**src/design/led_color_frame_parser_defines.svh**
```systemverilog
// assertion macros for the led color frame parser
// included by the top level; no other dependencies
`ifndef LED_COLOR_FRAME_PARSER_DEFINES_SVH
`define LED_COLOR_FRAME_PARSER_DEFINES_SVH

`ifndef ASSERT_OFF

`define LCFP_ASSERT_IMPLY(label, clk, rst, ante, cons) \
   label: assert property (@(posedge clk) disable iff (rst) (ante) |-> (cons)) \
      else $error("lcfp assertion failed");

`define LCFP_ASSERT_NEXT(label, clk, rst, ante, cons) \
   label: assert property (@(posedge clk) disable iff (rst) (ante) |=> (cons)) \
      else $error("lcfp assertion failed");

`else

`define LCFP_ASSERT_IMPLY(label, clk, rst, ante, cons)

`define LCFP_ASSERT_NEXT(label, clk, rst, ante, cons)

`endif

`endif

```
**src/design/lcfp_pkg.sv**
```systemverilog
// shared constants and types for the led color frame parser
// no dependencies; used by lcfp_decode and the top level
`default_nettype none

package lcfp_pkg;

   // default range sizes
   localparam int PANEL_COUNT_DEFAULT  = 16;
   localparam int EFFECT_COUNT_DEFAULT = 8;
   localparam int MODE_COUNT_DEFAULT   = 8;

   // address range bases
   localparam logic [6:0] ADDR_EFFECT_BASE = 7'd100;
   localparam logic [6:0] ADDR_MODE_BASE   = 7'd120;

   // parser phases
   localparam logic [2:0] PH_IDLE  = 3'd0;
   localparam logic [2:0] PH_ADDR  = 3'd1;
   localparam logic [2:0] PH_RED   = 3'd2;
   localparam logic [2:0] PH_GREEN = 3'd3;
   localparam logic [2:0] PH_BLUE  = 3'd4;
   localparam logic [2:0] PH_WHITE = 3'd5;

   // write targets
   localparam logic [1:0] TGT_PANEL  = 2'd0;
   localparam logic [1:0] TGT_EFFECT = 2'd1;
   localparam logic [1:0] TGT_MODE   = 2'd2;

   typedef struct packed {
      logic       hit;
      logic [1:0] target;
      logic [3:0] slot;
      logic [7:0] red;
      logic [7:0] green;
      logic [7:0] blue;
      logic [7:0] white;
   } lcfp_result_type;

endpackage

`default_nettype wire

```
**src/design/lcfp_decode.sv**
```systemverilog
// address range decode and channel reassembly for a completed frame
// depends on lcfp_pkg
`default_nettype none

module lcfp_decode #(
   parameter int PANEL_COUNT  = lcfp_pkg::PANEL_COUNT_DEFAULT,
   parameter int EFFECT_COUNT = lcfp_pkg::EFFECT_COUNT_DEFAULT,
   parameter int MODE_COUNT   = lcfp_pkg::MODE_COUNT_DEFAULT
) (
   input  wire logic [6:0]               address,
   input  wire logic [6:0]               red7,
   input  wire logic [6:0]               green7,
   input  wire logic [6:0]               blue7,
   input  wire logic [6:0]               white7,
   input  wire logic [3:0]               top_bits,
   output lcfp_pkg::lcfp_result_type     result
);
   import lcfp_pkg::*;

   localparam logic [7:0] PanelLimit  = 8'(PANEL_COUNT);
   localparam logic [7:0] EffectLow   = {1'b0, ADDR_EFFECT_BASE};
   localparam logic [7:0] EffectLimit = 8'(int'(ADDR_EFFECT_BASE) + EFFECT_COUNT);
   localparam logic [7:0] ModeLow     = {1'b0, ADDR_MODE_BASE};
   localparam logic [7:0] ModeLimit   = 8'(int'(ADDR_MODE_BASE) + MODE_COUNT);

   logic [7:0] addr_ext;
   logic [6:0] effect_off;
   logic [6:0] mode_off;
   logic       in_panel;
   logic       in_effect;
   logic       in_mode;

   assign addr_ext   = {1'b0, address};
   assign effect_off = address - ADDR_EFFECT_BASE;
   assign mode_off   = address - ADDR_MODE_BASE;
   assign in_panel   = addr_ext < PanelLimit;
   assign in_effect  = (addr_ext >= EffectLow) && (addr_ext < EffectLimit);
   assign in_mode    = (addr_ext >= ModeLow) && (addr_ext < ModeLimit);

   always_comb begin
      result.hit    = 1'b1;
      result.target = TGT_PANEL;
      result.slot   = address[3:0];
      result.red    = {top_bits[0], red7};
      result.green  = {top_bits[1], green7};
      result.blue   = {top_bits[2], blue7};
      result.white  = {top_bits[3], white7};
      if (in_panel) begin
         result.target = TGT_PANEL;
      end else if (in_effect) begin
         result.target = TGT_EFFECT;
         result.slot   = effect_off[3:0];
      end else if (in_mode) begin
         // mode select carries no color
         result.target = TGT_MODE;
         result.slot   = mode_off[3:0];
         result.red    = '0;
         result.green  = '0;
         result.blue   = '0;
         result.white  = '0;
      end else begin
         result.hit = 1'b0;
      end
   end

endmodule

`default_nettype wire

```
**src/design/led_color_frame_parser.sv**
```systemverilog
// led color frame parser
// accepts one request byte per cycle on req_ (valid/ready). frames are six bytes:
// an address byte with bit 7 set, red, green, blue, white (7 bits each) and a
// trailer whose upper nibble is zero and whose low bits are the channel msbs.
// a byte with bit 7 set restarts the frame as a new address.
// a completed frame whose address falls in the panel, effect or mode range
// produces one write on rsp_ (valid/ready); other frames produce nothing.
// the write appears on rsp_ in the cycle after the trailer is accepted.
// throughput: one byte per cycle while req_ready is high, set by the single parser state register.
// the output register stays loaded while rsp_ready is low, and req_ready drops
// only while a write is held there and the receiver stalls it.
// reset (synchronous, active high) returns the parser to idle and empties
// the output register.
// depends on lcfp_pkg, lcfp_decode and led_color_frame_parser_defines.svh
`default_nettype none
`include "led_color_frame_parser_defines.svh"

module led_color_frame_parser #(
   parameter int PANEL_COUNT  = lcfp_pkg::PANEL_COUNT_DEFAULT,
   parameter int EFFECT_COUNT = lcfp_pkg::EFFECT_COUNT_DEFAULT,
   parameter int MODE_COUNT   = lcfp_pkg::MODE_COUNT_DEFAULT
) (
   input  wire logic       clock,
   input  wire logic       reset,
   input  wire logic       req_valid,
   output logic            req_ready,
   input  wire logic [7:0] req_rx_byte,
   output logic            rsp_valid,
   input  wire logic       rsp_ready,
   output logic [1:0]      rsp_target,
   output logic [3:0]      rsp_slot,
   output logic [7:0]      rsp_red,
   output logic [7:0]      rsp_green,
   output logic [7:0]      rsp_blue,
   output logic [7:0]      rsp_white
);
   import lcfp_pkg::*;

   logic [2:0]      phase_ff, phase_in;
   logic [6:0]      address_ff, address_in;
   logic [6:0]      red_ff, red_in;
   logic [6:0]      green_ff, green_in;
   logic [6:0]      blue_ff, blue_in;
   logic [6:0]      white_ff, white_in;
   logic            rsp_valid_ff, rsp_valid_in;
   lcfp_result_type rsp_ff, rsp_in;

   lcfp_result_type dec;
   logic            req_fire;
   logic            top;
   logic            trailer_ok;
   logic            emit;

   lcfp_decode #(
      .PANEL_COUNT  (PANEL_COUNT),
      .EFFECT_COUNT (EFFECT_COUNT),
      .MODE_COUNT   (MODE_COUNT)
   ) u_decode (
      .address  (address_ff),
      .red7     (red_ff),
      .green7   (green_ff),
      .blue7    (blue_ff),
      .white7   (white_ff),
      .top_bits (req_rx_byte[3:0]),
      .result   (dec)
   );

   assign req_ready  = !rsp_valid_ff || rsp_ready;
   assign req_fire   = req_valid && req_ready;
   assign top        = req_rx_byte[7];
   assign trailer_ok = req_rx_byte[7:4] == 4'd0;
   assign emit       = req_fire && (phase_ff == PH_WHITE) && trailer_ok && dec.hit;

   always_comb begin
      phase_in   = phase_ff;
      address_in = address_ff;
      red_in     = red_ff;
      green_in   = green_ff;
      blue_in    = blue_ff;
      white_in   = white_ff;
      if (req_fire) begin
         case (phase_ff)
            PH_IDLE: begin
               if (top) begin
                  address_in = req_rx_byte[6:0];
                  phase_in   = PH_ADDR;
               end
            end
            PH_ADDR, PH_RED, PH_GREEN, PH_BLUE: begin
               if (top) begin
                  address_in = req_rx_byte[6:0];
                  phase_in   = PH_ADDR;
               end else begin
                  if (phase_ff == PH_ADDR) red_in = req_rx_byte[6:0];
                  if (phase_ff == PH_RED) green_in = req_rx_byte[6:0];
                  if (phase_ff == PH_GREEN) blue_in = req_rx_byte[6:0];
                  if (phase_ff == PH_BLUE) white_in = req_rx_byte[6:0];
                  phase_in = phase_ff + 3'd1;
               end
            end
            PH_WHITE: begin
               // good trailer ends the frame; a top bit starts a new one
               if (trailer_ok) begin
                  phase_in = PH_IDLE;
               end else if (top) begin
                  address_in = req_rx_byte[6:0];
                  phase_in   = PH_ADDR;
               end else begin
                  phase_in = PH_IDLE;
               end
            end
            default: begin
               phase_in = PH_IDLE;
            end
         endcase
      end
   end

   assign rsp_valid_in = emit || (rsp_valid_ff && !rsp_ready);
   assign rsp_in       = emit ? dec : rsp_ff;

   always_ff @(posedge clock) begin
      if (reset) begin
         phase_ff     <= PH_IDLE;
         rsp_valid_ff <= 1'b0;
      end else begin
         phase_ff     <= phase_in;
         rsp_valid_ff <= rsp_valid_in;
      end
   end

   always_ff @(posedge clock) begin
      address_ff <= address_in;
      red_ff     <= red_in;
      green_ff   <= green_in;
      blue_ff    <= blue_in;
      white_ff   <= white_in;
      rsp_ff     <= rsp_in;
   end

   assign rsp_valid  = rsp_valid_ff;
   assign rsp_target = rsp_ff.target;
   assign rsp_slot   = rsp_ff.slot;
   assign rsp_red    = rsp_ff.red;
   assign rsp_green  = rsp_ff.green;
   assign rsp_blue   = rsp_ff.blue;
   assign rsp_white  = rsp_ff.white;

   `LCFP_ASSERT_IMPLY(a_phase_legal, clock, reset, 1'b1, phase_ff <= PH_WHITE)
   `LCFP_ASSERT_IMPLY(a_stall_blocks_req, clock, reset, rsp_valid_ff && !rsp_ready, !req_ready)
   `LCFP_ASSERT_NEXT(a_emit_shows, clock, reset, emit, rsp_valid_ff && phase_ff == PH_IDLE)
   `LCFP_ASSERT_IMPLY(a_mode_no_color, clock, reset, rsp_valid_ff && rsp_ff.target == TGT_MODE, rsp_ff.red == 8'd0 && rsp_ff.white == 8'd0)

endmodule

`default_nettype wire

```
**config.mk**
```make
export PLATFORM = sky130hd
export DESIGN_NAME = led_color_frame_parser
export DESIGN_NICKNAME = d
export VERILOG_FILES = /design/src/design/lcfp_pkg.sv /design/src/design/lcfp_decode.sv /design/src/design/led_color_frame_parser.sv
export VERILOG_INCLUDE_DIRS = /design/src /design/src/design
export SDC_FILE = /design/constraint.sdc
export NUM_CORES = 1
export LEC_CHECK = 0
export BUFFER_PORTS_ARGS = -buffer_cell sky130_fd_sc_hd__clkbuf_2
export CAP_MARGIN = 20
export CORE_MARGIN = 2
export CORE_UTILIZATION = 45
export CTS_CLUSTER_DIAMETER = 50
export DETAILED_ROUTE_END_ITERATION = 16
export PLACE_DENSITY = 0.64
export SYNTH_ARGS = -nofsm -noshare
export SYNTH_HDL_FRONTEND = slang
export SYNTH_HIERARCHICAL = 1
export SYNTH_SLANG_ARGS = --single-unit
```
**constraint.sdc**
```tcl
create_clock -name clock -period 3.24 [get_ports clock]
set_input_delay 0.324 -clock clock [delete_from_list [all_inputs] [get_ports clock]]
set_output_delay 0.324 -clock clock [all_outputs]
set_load 0.01 [all_outputs]
```
# After elaboration in Yosys (flattened, before gate mapping)
# Index checks and enable logic that the tools add are counted.
# totals
regBits,77
inputBits,12
out_inout_bits,40
word_cells,68
# op_classes
addsub,3
n_lt_le_gt_ge,5
eq_ne,7
n_mux,15
n_bitwise,1
n_reduce_logical,23
# ops
operator,n
38-bit 2-to-1 mux,1
36-bit 2-to-1 mux,1
32-bit 2-to-1 mux,1
4-bit AND reduction,4
7-bit greater-or-equal comparator (second input constant),2
7-bit 2-to-1 mux,2
7-bit one-hot mux with 2 select lines,1
3-bit one-hot mux with 3 select lines,1
7-bit by 8-bit less-than comparator with 1-bit output (second input constant),1
1-bit logical AND,7
7-bit by 5-bit less-than comparator with 1-bit output (second input constant),1
7-bit less-than comparator (second input constant),1
3-bit by 2-bit == test with 1-bit output (second input constant),2
3-bit == test (second input constant),2
3-bit 2-to-1 mux,2
1-bit 2-to-1 mux,5
5-bit 2-to-1 mux,1
5-bit OR reduction,1
4-bit logical NOT,1
2-bit != test (second input constant),2
4-bit OR reduction,1
4-bit by 3-bit subtractor with 4-bit output (second input constant),1
4-bit subtractor (second input constant),1
3-bit by 1-bit adder with 3-bit output (second input constant),1
9 further kinds,11

# Logic depth before layout (Yosys ltp)
# logic_depth
depth_word,7
mapped_depth,9
mapped_depth_nobuf,9

# Hierarchy
# Netlist, hierarchy kept.
# modules_own_cells
module,instances,cells_each,area_each_um2,seq_area_each_um2
led_color_frame_parser,1,122,2585.0,2272.2
lcfp_decode,1,58,469.2,0.0

# Worst setup path before layout
# Ideal clock, no wire load.
# synth_timing
path_type,register to register
start,register address_ff[3]
end,register rsp_ff (netlist bit rsp_blue[0]) (enable)
setup_time_ns,0.392
arrival_ns,2.194
t_required_ns,2.848
path_slack_ns,0.654
stages_incl_launch_ff,10
path_buffers,0
period_less_slack_ns,2.586
path_cell_list,edfxtp_1 > inv_1 > ha_1 > nor3b_2 > or2_0 > a211o_1 > nand2_1 > nor4_1 > nand3_1 > inv_1
# synth_rtl
element,line,text
from (decl),led_color_frame_parser.sv:40,"logic [6:0] address_ff, address_in;"
from (signal assigned),led_color_frame_parser.sv:133,address_ff <= address_in;
to (signal assigned),led_color_frame_parser.sv:138,rsp_ff <= rsp_in;
to (decl),led_color_frame_parser.sv:46,"lcfp_result_type rsp_ff, rsp_in;"

==> impl_results.md <==
- Synth async-reset ratio: 0%
- Worst skew pair latency: roughly 340 ps
- Worst slew pin tran: around 570 ps
- Ys Warns: 6
- Antenna-violating nets left: 0
- Post-CTS Setup Bufs: 0
- Die Footprint: 7462 um2
- Root Driver: clkbuf_8
- Required time worst endpoint: ~3200 ps
- Period utilization: between 70% and 80%
- Core Box Area: roughly 6700 um2
- Gr usage total: 13.90%
- Vias/cell: roughly 5
- Buffer and inverter count on the worst path: 3
- Layout cell share with drive strength beyond 1: 42.80%
- Place WS: ~760 ps
- Most common cell after layout, fill and taps aside: edfxtp_1
- Clock-pin slew on the worst setup and hold paths: roughly 80 ps
- 1st-iter DRT viols: ~130
- Clk_skew: a little over 10 ps
- Sw frac: approximately a fifth
- Vias in the first global route: approximately 1,400
- Hold Fails Final Rpt: 0
- Total DRC errors in the routed layout: 0
- Worst Slack Setup Final: approximately 760 ps
- Final Max Tran Viols: 0
- H-tree Lvls: 3
- # rows: 30
- Tightest Hold Check Type: in2reg
- Initial antenna violation count: 0
- Min Tclk post-route: ~2500 ps
- PortBufs: between 50 and 60
- Synth Instances: 180
- Power Density: between 500 and 600 nW/um2
- Post-CTS resize count: 0
- Nets: ~260
- Grt ovf: 0
- Dominant synthesized flop cell: edfxtp_1
- Placer Congestion: 0.8984
- Number of flops mapped to enable cells by yosys: 73
- Hold Worst Slack: around 200 ps
- CP Capture Type: flop
- Max-Slew Margin vs Limit: roughly three fifths
- Worst vdd ir: between 200 and 250 uV
- Area grow syn2layout: 16.76%
- Worst path slowest cell: edfxtp_1
- TritonCTS buffer count: 9
- Largest net degree at the start of global routing: 39
- Top cells by area, synth: edfxtp_1, and2_4, ha_1, dfxtp_1, inv_1
- Endpoints failing setup: 0
- Slowest stage delay, CP: 500 ps
- Internal Pwr Total: 0.001485 W
- Seq pwr share: 58.6%
- Yosys top cell area share: just over 70%
- Most frequent cells in the layout: edfxtp_1, clkbuf_2, and2_4
- Avg Cell Area, Syn: 16.97 um2
- Via count: 1,610
- CTS tree: yes
- Longest Clk Path Bufs: 2
- Post-Syn Area: 3054 um2
- Netlist cell types: 37
- Register area share after synthesis: between 70% and 80%
- Ant diodes: 0
- Type of origin of the critical path: flop
- Clock sink count: between 70 and 80
- Critical path's top delay family: simple AND/OR/NAND/NOR gates
- Achievable frequency: ~400 MHz
- Synth Net Count: between 150 and 200
- Max-Cap Viols: 0
- Io pins: 52
- Routed len/inst: between 10 and 15 um
- Clock share of power: 37.4%
- Die height: approximately 86 um
- Worst endpoint data arrival time: between 2000 and 2500 ps
- Setup TNS: 0 ps
- RSZ-0062 raised after global routing: false
- Die width: roughly 86 um
- Most used cell along the critical path: inv_1
- CP cell instances: inv_1 > ha_1 > nor3b_2 > or2_0 > a211o_1 > nand2_1 > nor4_1 > nand3_1 > inv_1 > buf_4
- CP Max Fanout: 38
- Total Routed Length: approximately 4800 um
- DP HPWL: 3102 um
- Status: complete, no violations
- Global-route wire length before repair: between 7000 and 8000 um
- Leakage power: between 1 and 1.5 nW
- Yosys top cell by area: edfxtp_1
- Comb power frac: 4.1%
- Critical path type: reg2reg
- Flops & latches, synth: just under 80
- TritonRoute pass-1 iters: 4
- Net Sw Power: between 0.0003 and 0.0004 W
- Initial core utilization: between 40% and 50%
- Cts hold-fix bufs: 0
-- synth_stat cells (2+ instances only) --
master	count
edfxtp_1	73
and2_4	29
inv_1	10
ha_1	7
nor3_1	6
nand2_1	5
nor2_1	5
and2_1	4
dfxtp_1	4
a31oi_1	3
buf_6	3
nor4_1	3
and3_1	2
buf_4	2
nand2b_1	2
-- stage by stage --
step,power (W),utilization (%),instance area (um2),std cells
global route,0.001965,53.37,3566,323
finish,0.001881,53.37,3566,323
CTS,0.001904,53.37,3566,323
detailed placement,0.001201,50.41,3368,307
floorplan,0.001174,-,3054,180
global placement,0.001200,50.41,3368,307
-- power by group through the flow --
stage / combinational (W) / sequential, W / clock, W
final: 0.0000762 / 0.00110 / 0.000703
after global routing: 0.0000841 / 0.00110 / 0.000779
after CTS: 0.0000774 / 0.00110 / 0.000725
after detailed placement: 0.0000772 / 0.00112 / 0
after global placement: 0.0000767 / 0.00112 / 0
after floorplan: 0.0000521 / 0.00112 / 0
-- logic make-up (layout without fill, tap and decap cells) --
group / after synthesis / count (layout) / share of synthesized area (%)
flops: 77 / 77 / 74.40
simple gates: 66 / 66 / 15.49
buf+inv: 15 / 78 / 2.827
compound gates: 14 / 14 / 4.097
fa+ha+maj: 7 / 7 / 2.868
mux: 1 / 1 / 0.3277
-- routing by layer --
layer	track usage, %	vias up	routed length [um]
li1	-	775	-
met2	19.93	54	2187
met3	4.667	11	249
met1	19.05	770	2233
met4	6.818	0	93
met5	0	-	0
-- sequential cells by signal, summed over array words and instances, names as in the netlist, 3 cells and up --
signal	flops
address_ff	7
blue_ff	7
green_ff	7
phase_ff	3
red_ff	7
rsp_blue	8
rsp_green	8
rsp_red	8
rsp_slot	4
rsp_white	8
white_ff	7
-- layout make-up --
cell class | count | area, um2
clock buffer | 9 | 123.9
multi-input combinational | 88 | 695.7
clock inverter | 7 | 73.82
inverter | 10 | 37.54
sequential | 77 | 2272
fill | 560 | 3115
timing repair buffer | 52 | 262.8
tap | 80 | 100.1
-- path summary, 6_finish.rpt --
| check | from | cells past startpoint | slack, ps | endpoint |
|---|---|---|---|---|
| setup reg to reg | address_ff[3]$_DFFE_PP_ | 10 | 760 | rsp_slot[2]$_DFFE_PP_ |
| setup / recovery | address_ff[3]$_DFFE_PP_ | 10 | 760 | rsp_slot[2]$_DFFE_PP_ |
| hold reg to reg | address_ff[0]$_DFFE_PP_ | 0 | 480 | rsp_slot[0]$_DFFE_PP_ |
| hold / removal | reset | 2 | 200 | phase_ff[2]$_SDFFE_PP0P_ |
Note: power is estimated with default switching activity, not from simulation.
